$ cat config.mk
export PLATFORM = sky130hd
export DESIGN_NAME = window_level_stretch_flat
export DESIGN_NICKNAME = d
export VERILOG_FILES = /design/src/design/wls_pkg.sv /design/src/design/wls_if.sv /design/src/design/wls_cfg_regs.sv /design/src/design/wls_front.sv /design/src/design/wls_div_pipe.sv /design/src/design/window_level_stretch.sv /design/src/flat_wrapper.sv
export SDC_FILE = /design/constraint.sdc
export NUM_CORES = 2
export LEC_CHECK = 0
export BUFFER_PORTS_ARGS = -buffer_cell sky130_fd_sc_hd__buf_4
export CAP_MARGIN = 40
export CORE_MARGIN = 2
export CORE_UTILIZATION = 59
export DETAILED_ROUTE_END_ITERATION = 12
export HOLD_SLACK_MARGIN = 0.15
export PLACE_DENSITY = 0.79
export SLEW_MARGIN = 20
export SYNTH_ARGS = -nofsm -noshare
export SYNTH_HDL_FRONTEND = slang
export SYNTH_SLANG_ARGS = --single-unit
$ cat constraint.sdc
create_clock -name clk_i -period 17.5 [get_ports clk_i]
set_clock_uncertainty 0.1 [all_clocks]
set_input_delay 1.75 -clock clk_i [delete_from_list [all_inputs] [get_ports clk_i]]
set_output_delay 1.75 -clock clk_i [all_outputs]
set_load 0.02 [all_outputs]
$ cat src/design/wls_pkg.sv
// ----------------------------------------------------------------------------
// wls_pkg: shared types and constants of the window/level stretch
// Field widths, item classes, register indexes and reset values.
// ----------------------------------------------------------------------------
package wls_pkg;

  // fixed field widths
  localparam int OUT_W     = 16;  // mapped_value, out_max
  localparam int WW_W      = 16;  // window_width
  localparam int QUO_W     = 16;  // quotient bits, one divider stage each
  localparam int PROD_W    = 32;  // out_max * offset
  localparam int CFG_IDX_W = 2;

  // register indexes on the config channel
  typedef enum logic [CFG_IDX_W-1:0] {
    REG_WINDOW_WIDTH = 2'd0,
    REG_WINDOW_LEVEL = 2'd1,
    REG_OUT_MAX      = 2'd2
  } cfg_reg_e;

  // reset values
  localparam logic [WW_W-1:0]  RST_WINDOW_WIDTH = 16'd256;
  localparam int               RST_WINDOW_LEVEL = 128;
  localparam logic [OUT_W-1:0] RST_OUT_MAX      = 16'd255;

  // how an item resolves: clamp low, clamp high or go through the divider
  typedef enum logic [1:0] {
    CLS_ZERO = 2'd0,
    CLS_FULL = 2'd1,
    CLS_DIV  = 2'd2
  } cls_e;

  // fixed-width part of the active configuration
  typedef struct packed {
    logic             thr_mode;  // window of zero: plain threshold
    logic [OUT_W-1:0] out_max;
    logic [WW_W-1:0]  span;      // high - low = 2 * half
  } cfg_t;

endpackage

$ cat src/design/wls_if.sv
// ----------------------------------------------------------------------------
// wls_if: channel interfaces of the window/level stretch
// Voxel input, mapped output and register write channels.
// ----------------------------------------------------------------------------
interface wls_voxel_if #(
  parameter int IB = 17
);
  logic          valid;
  logic          ready;
  logic [IB-1:0] voxel_value;

  modport source (output valid, output voxel_value, input ready);
  modport sink   (input valid, input voxel_value, output ready);
endinterface

interface wls_map_if import wls_pkg::*; ();
  logic             valid;
  logic             ready;
  logic [OUT_W-1:0] mapped_value;

  modport source (output valid, output mapped_value, input ready);
  modport sink   (input valid, input mapped_value, output ready);
endinterface

interface wls_cfg_if import wls_pkg::*; #(
  parameter int DW = 17
);
  logic                 valid;
  logic                 ready;
  logic [CFG_IDX_W-1:0] index;
  logic [DW-1:0]        wdata;

  modport source (output valid, output index, output wdata, input ready);
  modport sink   (input valid, input index, input wdata, output ready);
endinterface

$ cat src/design/wls_cfg_regs.sv
// ----------------------------------------------------------------------------
// wls_cfg_regs: configuration registers
// Holds window width, level and out_max, and registers the band edges.
// ----------------------------------------------------------------------------
module wls_cfg_regs import wls_pkg::*; #(
  parameter int IB = 17,
  parameter int BW = 19,
  parameter int DW = 17
) (
  input  logic                 clk_i,
  input  logic                 rst_ni,
  input  logic                 wr_valid_i,
  output logic                 wr_ready_o,
  input  logic [CFG_IDX_W-1:0] wr_index_i,
  input  logic [DW-1:0]        wr_data_i,
  output cfg_t                 cfg_o,
  output logic signed [BW-1:0] low_o,
  output logic signed [BW-1:0] high_o,
  output logic                 busy_o
);

  logic [WW_W-1:0]       ww_q;
  logic signed [IB-1:0]  level_q;
  logic [OUT_W-1:0]      omax_q;
  logic signed [BW-1:0]  low_q, high_q;
  cfg_t                  cfg_q;
  logic                  busy_q;
  logic signed [BW-1:0]  lvl_ext;
  logic signed [BW-1:0]  half_ext;

  assign wr_ready_o = 1'b1;

  // register writes
  always_ff @(posedge clk_i or negedge rst_ni) begin
    if (!rst_ni) begin
      ww_q    <= RST_WINDOW_WIDTH;
      level_q <= IB'(RST_WINDOW_LEVEL);
      omax_q  <= RST_OUT_MAX;
    end else if (wr_valid_i) begin
      unique case (cfg_reg_e'(wr_index_i))
        REG_WINDOW_WIDTH: ww_q    <= wr_data_i[WW_W-1:0];
        REG_WINDOW_LEVEL: level_q <= wr_data_i[IB-1:0];
        REG_OUT_MAX:      omax_q  <= wr_data_i[OUT_W-1:0];
        default: ;
      endcase
    end
  end

  // band edges, registered from the width and level registers
  assign lvl_ext  = {{(BW-IB){level_q[IB-1]}}, level_q};
  assign half_ext = BW'(ww_q[WW_W-1:1]);

  // busy out of reset until the edges are loaded once, and after each write
  always_ff @(posedge clk_i or negedge rst_ni) begin
    if (!rst_ni) begin
      busy_q <= 1'b1;
    end else begin
      busy_q <= wr_valid_i;
    end
  end

  always_ff @(posedge clk_i) begin
    low_q          <= lvl_ext - half_ext;
    high_q         <= lvl_ext + half_ext;
    cfg_q.thr_mode <= (ww_q == '0);
    cfg_q.out_max  <= omax_q;
    cfg_q.span     <= {ww_q[WW_W-1:1], 1'b0};
  end

  assign cfg_o  = cfg_q;
  assign low_o  = low_q;
  assign high_o = high_q;
  // hold off items while the edges settle after a write or after reset
  assign busy_o = busy_q;

endmodule

$ cat src/design/wls_front.sv
// ----------------------------------------------------------------------------
// wls_front: classify and multiply stages
// Stage 1 compares against the band edges; stage 2 forms out_max * offset.
// ----------------------------------------------------------------------------
module wls_front import wls_pkg::*; #(
  parameter int IB = 17,
  parameter int BW = 19
) (
  input  logic                 clk_i,
  input  logic                 rst_ni,
  input  cfg_t                 cfg_i,
  input  logic signed [BW-1:0] low_i,
  input  logic signed [BW-1:0] high_i,
  input  logic                 in_valid_i,
  output logic                 in_ready_o,
  input  logic [IB-1:0]        voxel_i,
  output logic                 out_valid_o,
  input  logic                 out_ready_i,
  output cls_e                 cls_o,
  output logic [PROD_W-1:0]    prod_o
);

  logic                 s1_valid_q, s2_valid_q;
  logic                 s1_en, s2_en;
  cls_e                 s1_cls_q, s2_cls_q;
  logic [QUO_W-1:0]     s1_ofs_q;
  logic [PROD_W-1:0]    s2_prod_q;
  logic signed [BW-1:0] v_ext;
  logic signed [BW-1:0] diff;
  logic                 ge_high, le_low;
  cls_e                 cls_d;

  assign s2_en      = !s2_valid_q || out_ready_i;
  assign s1_en      = !s1_valid_q || s2_en;
  assign in_ready_o = s1_en;

  // stage 1: band compare and offset from the low edge
  assign v_ext   = {{(BW-IB){voxel_i[IB-1]}}, voxel_i};
  assign ge_high = (v_ext >= high_i);
  assign le_low  = (v_ext <= low_i);
  assign diff    = v_ext - low_i;

  always_comb begin
    if (cfg_i.thr_mode) begin
      cls_d = ge_high ? CLS_FULL : CLS_ZERO;
    end else if (le_low) begin
      cls_d = CLS_ZERO;
    end else if (ge_high) begin
      cls_d = CLS_FULL;
    end else begin
      cls_d = CLS_DIV;
    end
  end

  always_ff @(posedge clk_i or negedge rst_ni) begin
    if (!rst_ni) begin
      s1_valid_q <= 1'b0;
      s2_valid_q <= 1'b0;
    end else begin
      if (s1_en) s1_valid_q <= in_valid_i;
      if (s2_en) s2_valid_q <= s1_valid_q;
    end
  end

  always_ff @(posedge clk_i) begin
    if (s1_en && in_valid_i) begin
      s1_cls_q <= cls_d;
      s1_ofs_q <= diff[QUO_W-1:0];  // inside the band the offset is below span
    end
    // stage 2: 16 x 16 product
    if (s2_en && s1_valid_q) begin
      s2_cls_q  <= s1_cls_q;
      s2_prod_q <= PROD_W'(cfg_i.out_max) * PROD_W'(s1_ofs_q);
    end
  end

  assign out_valid_o = s2_valid_q;
  assign cls_o       = s2_cls_q;
  assign prod_o      = s2_prod_q;

endmodule

$ cat src/design/wls_div_pipe.sv
// ----------------------------------------------------------------------------
// wls_div_pipe: pipelined restoring divider
// One quotient bit per stage, most significant first; divisor is the span.
// ----------------------------------------------------------------------------
module wls_div_pipe import wls_pkg::*; (
  input  logic              clk_i,
  input  logic              rst_ni,
  input  logic [WW_W-1:0]   span_i,
  input  logic              in_valid_i,
  output logic              in_ready_o,
  input  cls_e              cls_i,
  input  logic [PROD_W-1:0] num_i,
  output logic              out_valid_o,
  input  logic              out_ready_i,
  output cls_e              cls_o,
  output logic [QUO_W-1:0]  quo_o
);

  localparam int NST = QUO_W;

  logic [NST-1:0]    val_q;
  logic [NST:0]      adv;
  logic [PROD_W-1:0] rem_q [NST];
  logic [QUO_W-1:0]  quo_q [NST];
  cls_e              cls_q [NST];

  // a stage moves when it is empty or the next one moves
  assign adv[NST] = out_ready_i;
  for (genvar s = 0; s < NST; s++) begin : g_adv
    assign adv[s] = !val_q[s] || adv[s+1];
  end
  assign in_ready_o = adv[0];

  for (genvar s = 0; s < NST; s++) begin : g_stage
    localparam int K = QUO_W - 1 - s;

    logic              val_in;
    logic [PROD_W-1:0] rem_in, dsh, rem_d;
    logic [QUO_W-1:0]  quo_in, quo_d;
    cls_e              cls_in;

    if (s == 0) begin : g_first
      assign val_in = in_valid_i;
      assign rem_in = num_i;
      assign quo_in = '0;
      assign cls_in = cls_i;
    end else begin : g_next
      assign val_in = val_q[s-1];
      assign rem_in = rem_q[s-1];
      assign quo_in = quo_q[s-1];
      assign cls_in = cls_q[s-1];
    end

    // trial subtract of the shifted divisor
    assign dsh = PROD_W'(span_i) << K;

    always_comb begin
      rem_d = rem_in;
      quo_d = quo_in;
      if (rem_in >= dsh) begin
        rem_d    = rem_in - dsh;
        quo_d[K] = 1'b1;
      end
    end

    always_ff @(posedge clk_i or negedge rst_ni) begin
      if (!rst_ni) begin
        val_q[s] <= 1'b0;
      end else if (adv[s]) begin
        val_q[s] <= val_in;
      end
    end

    always_ff @(posedge clk_i) begin
      if (adv[s] && val_in) begin
        rem_q[s] <= rem_d;
        quo_q[s] <= quo_d;
        cls_q[s] <= cls_in;
      end
    end
  end

  assign out_valid_o = val_q[NST-1];
  assign cls_o       = cls_q[NST-1];
  assign quo_o       = quo_q[NST-1];

endmodule

$ cat src/design/window_level_stretch.sv
// ----------------------------------------------------------------------------
// window_level_stretch: window/level contrast stretch of a voxel stream
// Maps each voxel intensity to 0 .. out_max through the configured window.
// ----------------------------------------------------------------------------
// Usage:
//   voxel_i  : input items, one signed voxel_value each.
//   mapped_o : one mapped_value item per input item, in input order.
//   cfg_i    : register writes (0 window_width, 1 window_level, 2 out_max);
//              always ready, write only while no item is in flight.
// Throughput: one item per cycle unless mapped_o stalls or a write holds input.
//   Stages from the accepting edge to mapped_o.valid: classify, multiply, 16
//   divider stages, output register. One quotient bit per stage sets the depth.
// After a register write voxel_i.ready stays low for one cycle while the band
//   edges are recomputed.
// Reset clears all valid bits and loads width 256, level 128, out_max 255;
//   voxel_i.ready stays low for the first cycle after reset.
// When mapped_o stalls, stages with items hold them; empty stages keep
//   filling, so input is still taken until the pipeline is full.
// ----------------------------------------------------------------------------
module window_level_stretch import wls_pkg::*; #(
  parameter int INTENSITY_BITS = 17
) (
  input  logic       clk_i,
  input  logic       rst_ni,
  wls_voxel_if.sink  voxel_i,
  wls_map_if.source  mapped_o,
  wls_cfg_if.sink    cfg_i
);

  localparam int IB = INTENSITY_BITS;
  localparam int BW = ((IB > WW_W) ? IB : WW_W) + 2;
  localparam int DW = (IB > WW_W) ? IB : WW_W;

  cfg_t                 cfg;
  logic signed [BW-1:0] low, high;
  logic                 busy;
  logic                 fr_ready, fr_valid, dv_ready, dv_valid;
  cls_e                 fr_cls, dv_cls;
  logic [PROD_W-1:0]    fr_prod;
  logic [QUO_W-1:0]     dv_quo;
  logic                 out_en;
  logic                 out_valid_q;
  logic [OUT_W-1:0]     out_data_q, out_data_d;

  wls_cfg_regs #(.IB(IB), .BW(BW), .DW(DW)) u_cfg (
    .clk_i      (clk_i),
    .rst_ni     (rst_ni),
    .wr_valid_i (cfg_i.valid),
    .wr_ready_o (cfg_i.ready),
    .wr_index_i (cfg_i.index),
    .wr_data_i  (cfg_i.wdata),
    .cfg_o      (cfg),
    .low_o      (low),
    .high_o     (high),
    .busy_o     (busy)
  );

  assign voxel_i.ready = fr_ready && !busy;

  wls_front #(.IB(IB), .BW(BW)) u_front (
    .clk_i       (clk_i),
    .rst_ni      (rst_ni),
    .cfg_i       (cfg),
    .low_i       (low),
    .high_i      (high),
    .in_valid_i  (voxel_i.valid && !busy),
    .in_ready_o  (fr_ready),
    .voxel_i     (voxel_i.voxel_value),
    .out_valid_o (fr_valid),
    .out_ready_i (dv_ready),
    .cls_o       (fr_cls),
    .prod_o      (fr_prod)
  );

  wls_div_pipe u_div (
    .clk_i       (clk_i),
    .rst_ni      (rst_ni),
    .span_i      (cfg.span),
    .in_valid_i  (fr_valid),
    .in_ready_o  (dv_ready),
    .cls_i       (fr_cls),
    .num_i       (fr_prod),
    .out_valid_o (dv_valid),
    .out_ready_i (out_en),
    .cls_o       (dv_cls),
    .quo_o       (dv_quo)
  );

  // output register: pick clamp value or quotient
  assign out_en = !out_valid_q || mapped_o.ready;

  always_comb begin
    case (dv_cls)
      CLS_ZERO: out_data_d = '0;
      CLS_FULL: out_data_d = cfg.out_max;
      CLS_DIV:  out_data_d = dv_quo;
      default:  out_data_d = '0;
    endcase
  end

  always_ff @(posedge clk_i or negedge rst_ni) begin
    if (!rst_ni) begin
      out_valid_q <= 1'b0;
    end else if (out_en) begin
      out_valid_q <= dv_valid;
    end
  end

  always_ff @(posedge clk_i) begin
    if (out_en && dv_valid) begin
      out_data_q <= out_data_d;
    end
  end

  assign mapped_o.valid        = out_valid_q;
  assign mapped_o.mapped_value = out_data_q;

endmodule

$ cat src/flat_wrapper.sv
// flat-port wrapper written by rule: the top's interface ports become plain ports
module window_level_stretch_flat import wls_pkg::*;
#(
  parameter int INTENSITY_BITS = 17
)
  (clk_i, rst_ni, voxel_i_valid, voxel_i_voxel_value, voxel_i_ready, mapped_o_valid, mapped_o_mapped_value, mapped_o_ready, cfg_i_valid, cfg_i_index, cfg_i_wdata, cfg_i_ready);
  wls_voxel_if voxel_i_i ();
  wls_map_if mapped_o_i ();
  wls_cfg_if cfg_i_i ();
  input  logic clk_i;
  input  logic rst_ni;
  input wire logic [$bits(voxel_i_i.valid)-1:0] voxel_i_valid;
  input wire logic [$bits(voxel_i_i.voxel_value)-1:0] voxel_i_voxel_value;
  output wire logic [$bits(voxel_i_i.ready)-1:0] voxel_i_ready;
  output wire logic [$bits(mapped_o_i.valid)-1:0] mapped_o_valid;
  output wire logic [$bits(mapped_o_i.mapped_value)-1:0] mapped_o_mapped_value;
  input wire logic [$bits(mapped_o_i.ready)-1:0] mapped_o_ready;
  input wire logic [$bits(cfg_i_i.valid)-1:0] cfg_i_valid;
  input wire logic [$bits(cfg_i_i.index)-1:0] cfg_i_index;
  input wire logic [$bits(cfg_i_i.wdata)-1:0] cfg_i_wdata;
  output wire logic [$bits(cfg_i_i.ready)-1:0] cfg_i_ready;
  assign voxel_i_i.valid = voxel_i_valid;
  assign voxel_i_i.voxel_value = voxel_i_voxel_value;
  assign voxel_i_ready = voxel_i_i.ready;
  assign mapped_o_valid = mapped_o_i.valid;
  assign mapped_o_mapped_value = mapped_o_i.mapped_value;
  assign mapped_o_i.ready = mapped_o_ready;
  assign cfg_i_i.valid = cfg_i_valid;
  assign cfg_i_i.index = cfg_i_index;
  assign cfg_i_i.wdata = cfg_i_wdata;
  assign cfg_i_ready = cfg_i_i.ready;
  window_level_stretch #(.INTENSITY_BITS(INTENSITY_BITS)) u_core (.clk_i(clk_i), .rst_ni(rst_ni), .voxel_i(voxel_i_i), .mapped_o(mapped_o_i), .cfg_i(cfg_i_i));
endmodule
# Word level (Yosys, flattened, before mapping)
# Memories as Yosys holds them, arrays and structs flattened.
# Index checks and enable logic that the tools add are counted.
[totals]
reg_bits = 205
ram_bits = 800
input_bits = 41
out_inout_bits = 19
wordCells = 212
mem_count = 3
[mem_list]
columns = ["name", "depth", "word_bits", "read_ports", "rd_clocked_by_memory_dff", "wr", "line_no", "rtl"]
rows = [
  ["u_core.u_div.rem_q", 16, 32, 15, 0, 16, "wls_div_pipe.sv:23", "logic [PROD_W-1:0] rem_q [NST];"],
  ["u_core.u_div.quo_q", 16, 16, 16, 0, 16, "wls_div_pipe.sv:24", "logic [QUO_W-1:0] quo_q [NST];"],
  ["u_core.u_div.cls_q", 16, 2, 16, 0, 16, "wls_div_pipe.sv:25", "cls_e cls_q [NST];"],
]
[op_classes]
add_sub_neg = 19
mul = 1
n_lt_le_gt_ge = 18
eq_ne = 4
n_mux = 69
reduce_logical = 65
[op_table]
columns = ["op", "count"]
rows = [
  ["$mux 32", 16],
  ["$mux 1", 49],
  ["$ge 32x16->1", 1],
  ["$ge 32x17->1", 1],
  ["$ge 32x18->1", 1],
  ["$ge 32x19->1", 1],
  ["$ge 32x20->1", 1],
  ["$ge 32x21->1", 1],
  ["$ge 32x22->1", 1],
  ["$ge 32x23->1", 1],
  ["$ge 32x24->1", 1],
  ["$ge 32x25->1", 1],
  ["$ge 32x26->1", 1],
  ["$ge 32x27->1", 1],
  ["$ge 32x28->1", 1],
  ["$ge 32x29->1", 1],
  ["$ge 32x30->1", 1],
  ["$ge 32x31->1", 1],
  ["$mul 16x16->32", 1],
  ["$pmux 16 s2", 1],
  ["$sub 32x16->32", 1],
  ["$sub 32x17->32", 1],
  ["$sub 32x18->32", 1],
  ["$sub 32x19->32", 1],
  ["other kinds (26)", 89],
]

# Longest topological paths before layout
[logic_depth]
depth_word = 21
ltp_mapped = 23
depth_no_buf = 22

# Modules after synthesis
# From an unflattened synthesis, not the netlist that was laid out.
[unflattened]
hier_cells = 4973
hier_area_um2 = 54623.6
[by_module_without_submodules]
columns = ["module", "instances", "cells_per_inst", "area_per_inst_um2", "seq_area_each_um2"]
rows = [
  ["wls_div_pipe", 1, 3249, 37379.6, 19859.0],
  ["wls_front", 1, 1225, 11462.2, 1611.5],
  ["wls_cfg_regs", 1, 435, 4922.2, 2606.2],
  ["window_level_stretch", 1, 64, 859.6, 505.5],
]

# Worst setup path before layout
# Ideal clock, no wire load.
[synth_path]
kind = "register -> register"
start = "reg u_core.u_front.s1_ofs_q[6]"
end = "reg u_core.u_front.s2_prod_q[31], in the netlist u_core.u_front.prod_o[31], data pin"
setup_time_ps = 260
t_arrival_ps = 6124
t_required_ps = 17140
path_slack_ps = 11016
path_stages_with_launch = 22
n_path_buf = 1
synth_period_minus_slack_ps = 6484
cell_sequence = "edfxtp_1 > clkbuf_1 > and2_1 > fa_1 > inv_1 > fa_1 > fa_1 > inv_1 > fa_1 > fa_1 > inv_1 > fa_1 > inv_1 > ha_1 > and4_1 > o2bb2ai_1 > a311o_1 > o2111a_1 > a311o_1 > a31o_1 > a21oi_1 > xnor2_1"
[synth_between]
elab_chain_cells = 1
[synth_lines]
columns = ["item", "line_no", "rtl"]
rows = [
  ["from (decl)", "wls_front.sv:26", "logic [QUO_W-1:0] s1_ofs_q;"],
  ["from (signal assigned)", "wls_front.sv:68", "s1_ofs_q <= diff[QUO_W-1:0];"],
  ["$mul 16x16->32", "wls_front.sv:73", "s2_prod_q <= PROD_W'(cfg_i.out_max) * PROD_W'(s1_ofs_q);"],
  ["to (signal assigned)", "wls_front.sv:73", ""],
  ["to (decl)", "wls_front.sv:27", "logic [PROD_W-1:0] s2_prod_q;"],
]
# No other way between the ends.
# A chain may end at the register's enable or synchronous reset.

# Worst setup path after layout
[layout_path]
start = "reg u_core.u_cfg.cfg_q, in the netlist u_core.u_cfg.cfg_o[20]"
end = "reg u_core.u_front.s2_prod_q[31], in the netlist u_core.u_front.prod_o[31], data pin"
[layout_between]
elab_chain_cells = 1
[layout_lines]
columns = ["item", "line_no", "rtl"]
rows = [
  ["from (decl)", "wls_cfg_regs.sv:26", "cfg_t cfg_q;"],
  ["$mul 16x16->32", "wls_front.sv:73", ""],
]
# No other way between the ends.

==> impl_summary.log <==
INFO  metric outcome = finished clean
INFO  metric multi_input_comb_area = 26710 sq um
INFO  metric crit_path_max_incr_delay = 0.76 ns
INFO  metric yosysMostFrequentCell = sky130_fd_sc_hd__edfxtp_1
INFO  metric hold_slack = about 0.27 ns
INFO  metric synth-edff-count = 716
INFO  metric critical_path.max_fanout = 17
INFO  metric clock-sinks = roughly 850
INFO  metric core_area = 89740 sq um
INFO  metric setup_tns = 0 ns
INFO  metric synth_common_cells = sky130_fd_sc_hd__edfxtp_1 (716), sky130_fd_sc_hd__inv_1 (426), sky130_fd_sc_hd__ha_1 (411), sky130_fd_sc_hd__nand2_1 (409), sky130_fd_sc_hd__nor2_1 (283)
INFO  metric grt_pass1_wl = 191600 um
INFO  metric ys_types = 102
INFO  metric grt.total_usage = about a quarter
INFO  metric slew_headroom = a little over two fifths
INFO  metric slew_viol_final = 0
INFO  metric crit_path_start = u_core.u_cfg.cfg_o[20]
INFO  metric layout.area.seq = between 20000 and 25000 sq um
INFO  metric reg2reg_from = u_core.u_cfg.cfg_o[20]
INFO  metric critical_path_buf_inv_count = 3
INFO  metric cts_tree = done
INFO  metric critPathLaunchType = register
INFO  metric firstDrtPassIters = 6
INFO  metric numCtsBuffers = slightly below 90
INFO  metric cap_viol_max_count = 0
INFO  metric design.portCount = 60
INFO  metric timing.critical_path.required = 17.79 ns
INFO  metric synth_cells = 4778
INFO  metric yosys_most_used_dff = sky130_fd_sc_hd__edfxtp_1
INFO  metric max_slew.worst_pin.slew = 0.8476 ns
INFO  metric detailroute.via_count = 36.80k
INFO  metric cpMaxStageDelayCell = sky130_fd_sc_hd__dfxtp_1
INFO  metric end_kind = register
INFO  metric grt_remaining_overflow = 0
INFO  metric num_rows = 110
INFO  metric warning_count_from_the_yosys_run = 0
INFO  metric initial_core_util = 59.30%
INFO  metric crit_path_cell_trace = nand2_1, fa_1, inv_1, fa_1, fa_1, fa_1, fa_1, inv_1, fa_1, inv_1, ha_1, a211oi_1, o21ai_0, a2111o_1, o2111a_1, a311o_1, a31o_1, a21oi_1, xnor2_1
INFO  metric cts_htree_levels = 3
INFO  metric r2r_slack = 10.44 ns
INFO  metric synth_area_leader_cell = sky130_fd_sc_hd__edfxtp_1
INFO  metric hold_crit_endpoint = u_core.u_cfg.cfg_o[28]
INFO  metric post-route-cell-area = 58310 sq um
INFO  metric design.die.area = 92610 sq um
INFO  metric antenna-diode-count = 0
INFO  metric syn2layout_area_growth = 9.572%
INFO  metric endpoint_of_the_worst_register_to_register_path = u_core.u_front.prod_o[31]
INFO  metric fillerInstances = 6606
INFO  metric yosys.area.top_type_share = 40.41%
INFO  metric drt.antenna.violating_nets = 0
INFO  metric post_drt_via_cell_ratio = 6.012
INFO  metric place_congestion = 0.9111
INFO  metric rsz0062_at_grt = false
INFO  metric placed_area = 55340 sq um
INFO  metric grt_pass1_vias = 36.54k
INFO  metric finalWorstPathRequiredPeriod = 7.061 ns
INFO  metric detail_route.drc_violations = 0
INFO  metric hold_path_depth = 0
INFO  metric drt-total-wl = between 100000 and 150000 um
INFO  metric hold_path_class = register to register
INFO  metric achievable-frequency = 0.1416 GHz
INFO  metric setup_viol = 0
INFO  metric synth_area_leaders = sky130_fd_sc_hd__edfxtp_1 (40%), sky130_fd_sc_hd__ha_1 (9.7%), sky130_fd_sc_hd__fa_1 (8.0%), sky130_fd_sc_hd__xnor2_1 (3.1%), sky130_fd_sc_hd__inv_1 (3.0%)
INFO  metric die_w = 304.3 um
INFO  metric report.final.hold_viol_count = 0
INFO  metric critical_path.top_delay_family = adder cells
INFO  metric synth_area_per_cell = roughly 11 sq um
INFO  metric clock_tree.root_cell = sky130_fd_sc_hd__clkbuf_16
INFO  metric pin_count_of_the_biggest_net_entering_global_routing = 55
INFO  metric wire_per_inst = 19.67 um
INFO  metric setup.worst_path.class = register to register
INFO  metric critical_path_arrival = 7.35 ns
INFO  metric postCtsSetupBuffers = 0
INFO  metric drt_iter0_drc = around 2.8k
INFO  metric worst_path_most_repeated_cell = sky130_fd_sc_hd__fa_1
INFO  metric layout_worst_path_cycle_share = 40.35%
INFO  metric clk_transition_reported_paths = 0.06 ns
INFO  metric r2r_cells = 19
INFO  metric drive_above_1_share = between 7 and 8%
INFO  metric min_from = u_core.u_cfg.omax_q[12]
INFO  metric max-clock-path-buffers = 3
INFO  metric ctsResizeCount = 0
INFO  metric place.detailed.hpwl = 88790 um
INFO  metric synth_area = roughly 53000 sq um
INFO  metric die_h = 304.3 um
INFO  metric synth-seq-area-share = ~46%
INFO  metric grt_antenna_before_repair = 1
INFO  metric synth.ff_latch_count = ~850
INFO  metric placement.io_buffers = 58
INFO  metric syn-num-nets = 5442
INFO  metric hold_buffers = 0
INFO  metric share_of_synthesized_flip_flops_with_an_asynchronous_set_or_reset = roughly 8.1%
INFO  metric final_nets = 5538
INFO  metric clock_latency = 0.65 ns
[cell usage in the layout (no fill, tap or decap), drive strengths merged, types with 67 or more instances in the layout]
master and count:
a21oi 242, nand3 70, xnor2 190, fa 212, nor3 107, ha 411, edfxtp 716, nor2 286
xor2 127, inv 440, mux2 100, dfxtp 67, clkbuf 107, buf 109, a21o 101, and2 129
o21ai 222, nand2 409
[sequential cells by signal, indices dropped and copies added (netlist names), 15 cells and up]
name	count
u_core.mapped_o.mapped_value	16
u_core.u_cfg.cfg_o	32
u_core.u_cfg.high_o	18
u_core.u_cfg.level_q	17
u_core.u_cfg.low_o	17
u_core.u_cfg.omax_q	16
u_core.u_cfg.ww_q	16
u_core.u_div.cls_q	32
u_core.u_div.g_stage.val_in	15
u_core.u_div.quo_q	136
u_core.u_div.rem_q	480
u_core.u_front.prod_o	32
u_core.u_front.s1_ofs_q	16
[routing by layer]
layer  global-route usage [%]  wire length (um)  vias up  part of all wire (%)
met4                    10.64              4926        0                   4.1
met5                        0                 0        -                     0
met2                    45.42             60120     1175                    50
met1                    32.27             48340    17960                    40
met3                    3.670              7022      271                   5.8
li1                         -                 -    17400                     -
[how the worst max path moves through the flow]
stage,to,cells past startpoint
floorplan,u_core.u_front.prod_o[31],21
CTS,u_core.u_front.prod_o[31],19
finish,u_core.u_front.prod_o[31],19
global placement,u_core.u_front.prod_o[31],19
global route,u_core.u_front.prod_o[31],19
detailed placement,u_core.u_front.prod_o[31],20
[cell families after synthesis]
kind of cell    Yosys count  share of synthesized area (%)
simple gates           1395                          13.14
flops                   852                          46.20
xor+xnor                317                          5.218
compound gates          937                          11.51
mux                     118                          2.455
other cells               1                       0.007047
fa+ha+maj               623                          17.64
buf+inv                 535                          3.833
[worst reg2reg max path, delay by kind of cell, from the launching register on]
family / cells / cell delay [ns]
adders and majority gates: 7 / 3.67
AOI/OAI and AO/OA: 7 / 1.81
DFF: 1 / 0.76
and+or+nand+nor: 1 / 0.18
buffers and inverters: 3 / 0.18
xor gates and xnor gates: 1 / 0.09
[through the flow]
step           setup slack (ns)  utilization (%)  std cells
2_1_floorplan             11.02                -       4778
3_3_place_gp              10.64            61.39       5945
3_5_place_dp              10.54            61.67       5959
4_1_cts                   10.50            64.94       6119
5_1_grt                   10.15            64.97       6121
6_report                  10.44            64.97       6121
[final cells by class]
type	instances	share of cell area (%)
well taps	1176	2.524
multi-input cells	3391	45.82
inverters	433	2.788
flip-flops and latches	852	42.16
repair buffers	109	1.680
clock inverters	53	1.049
clock buffers	107	3.983
Power is left out: the tool's default activity adds up to more than one toggle a clock period on the data nets, which glitch-free logic cannot reach.
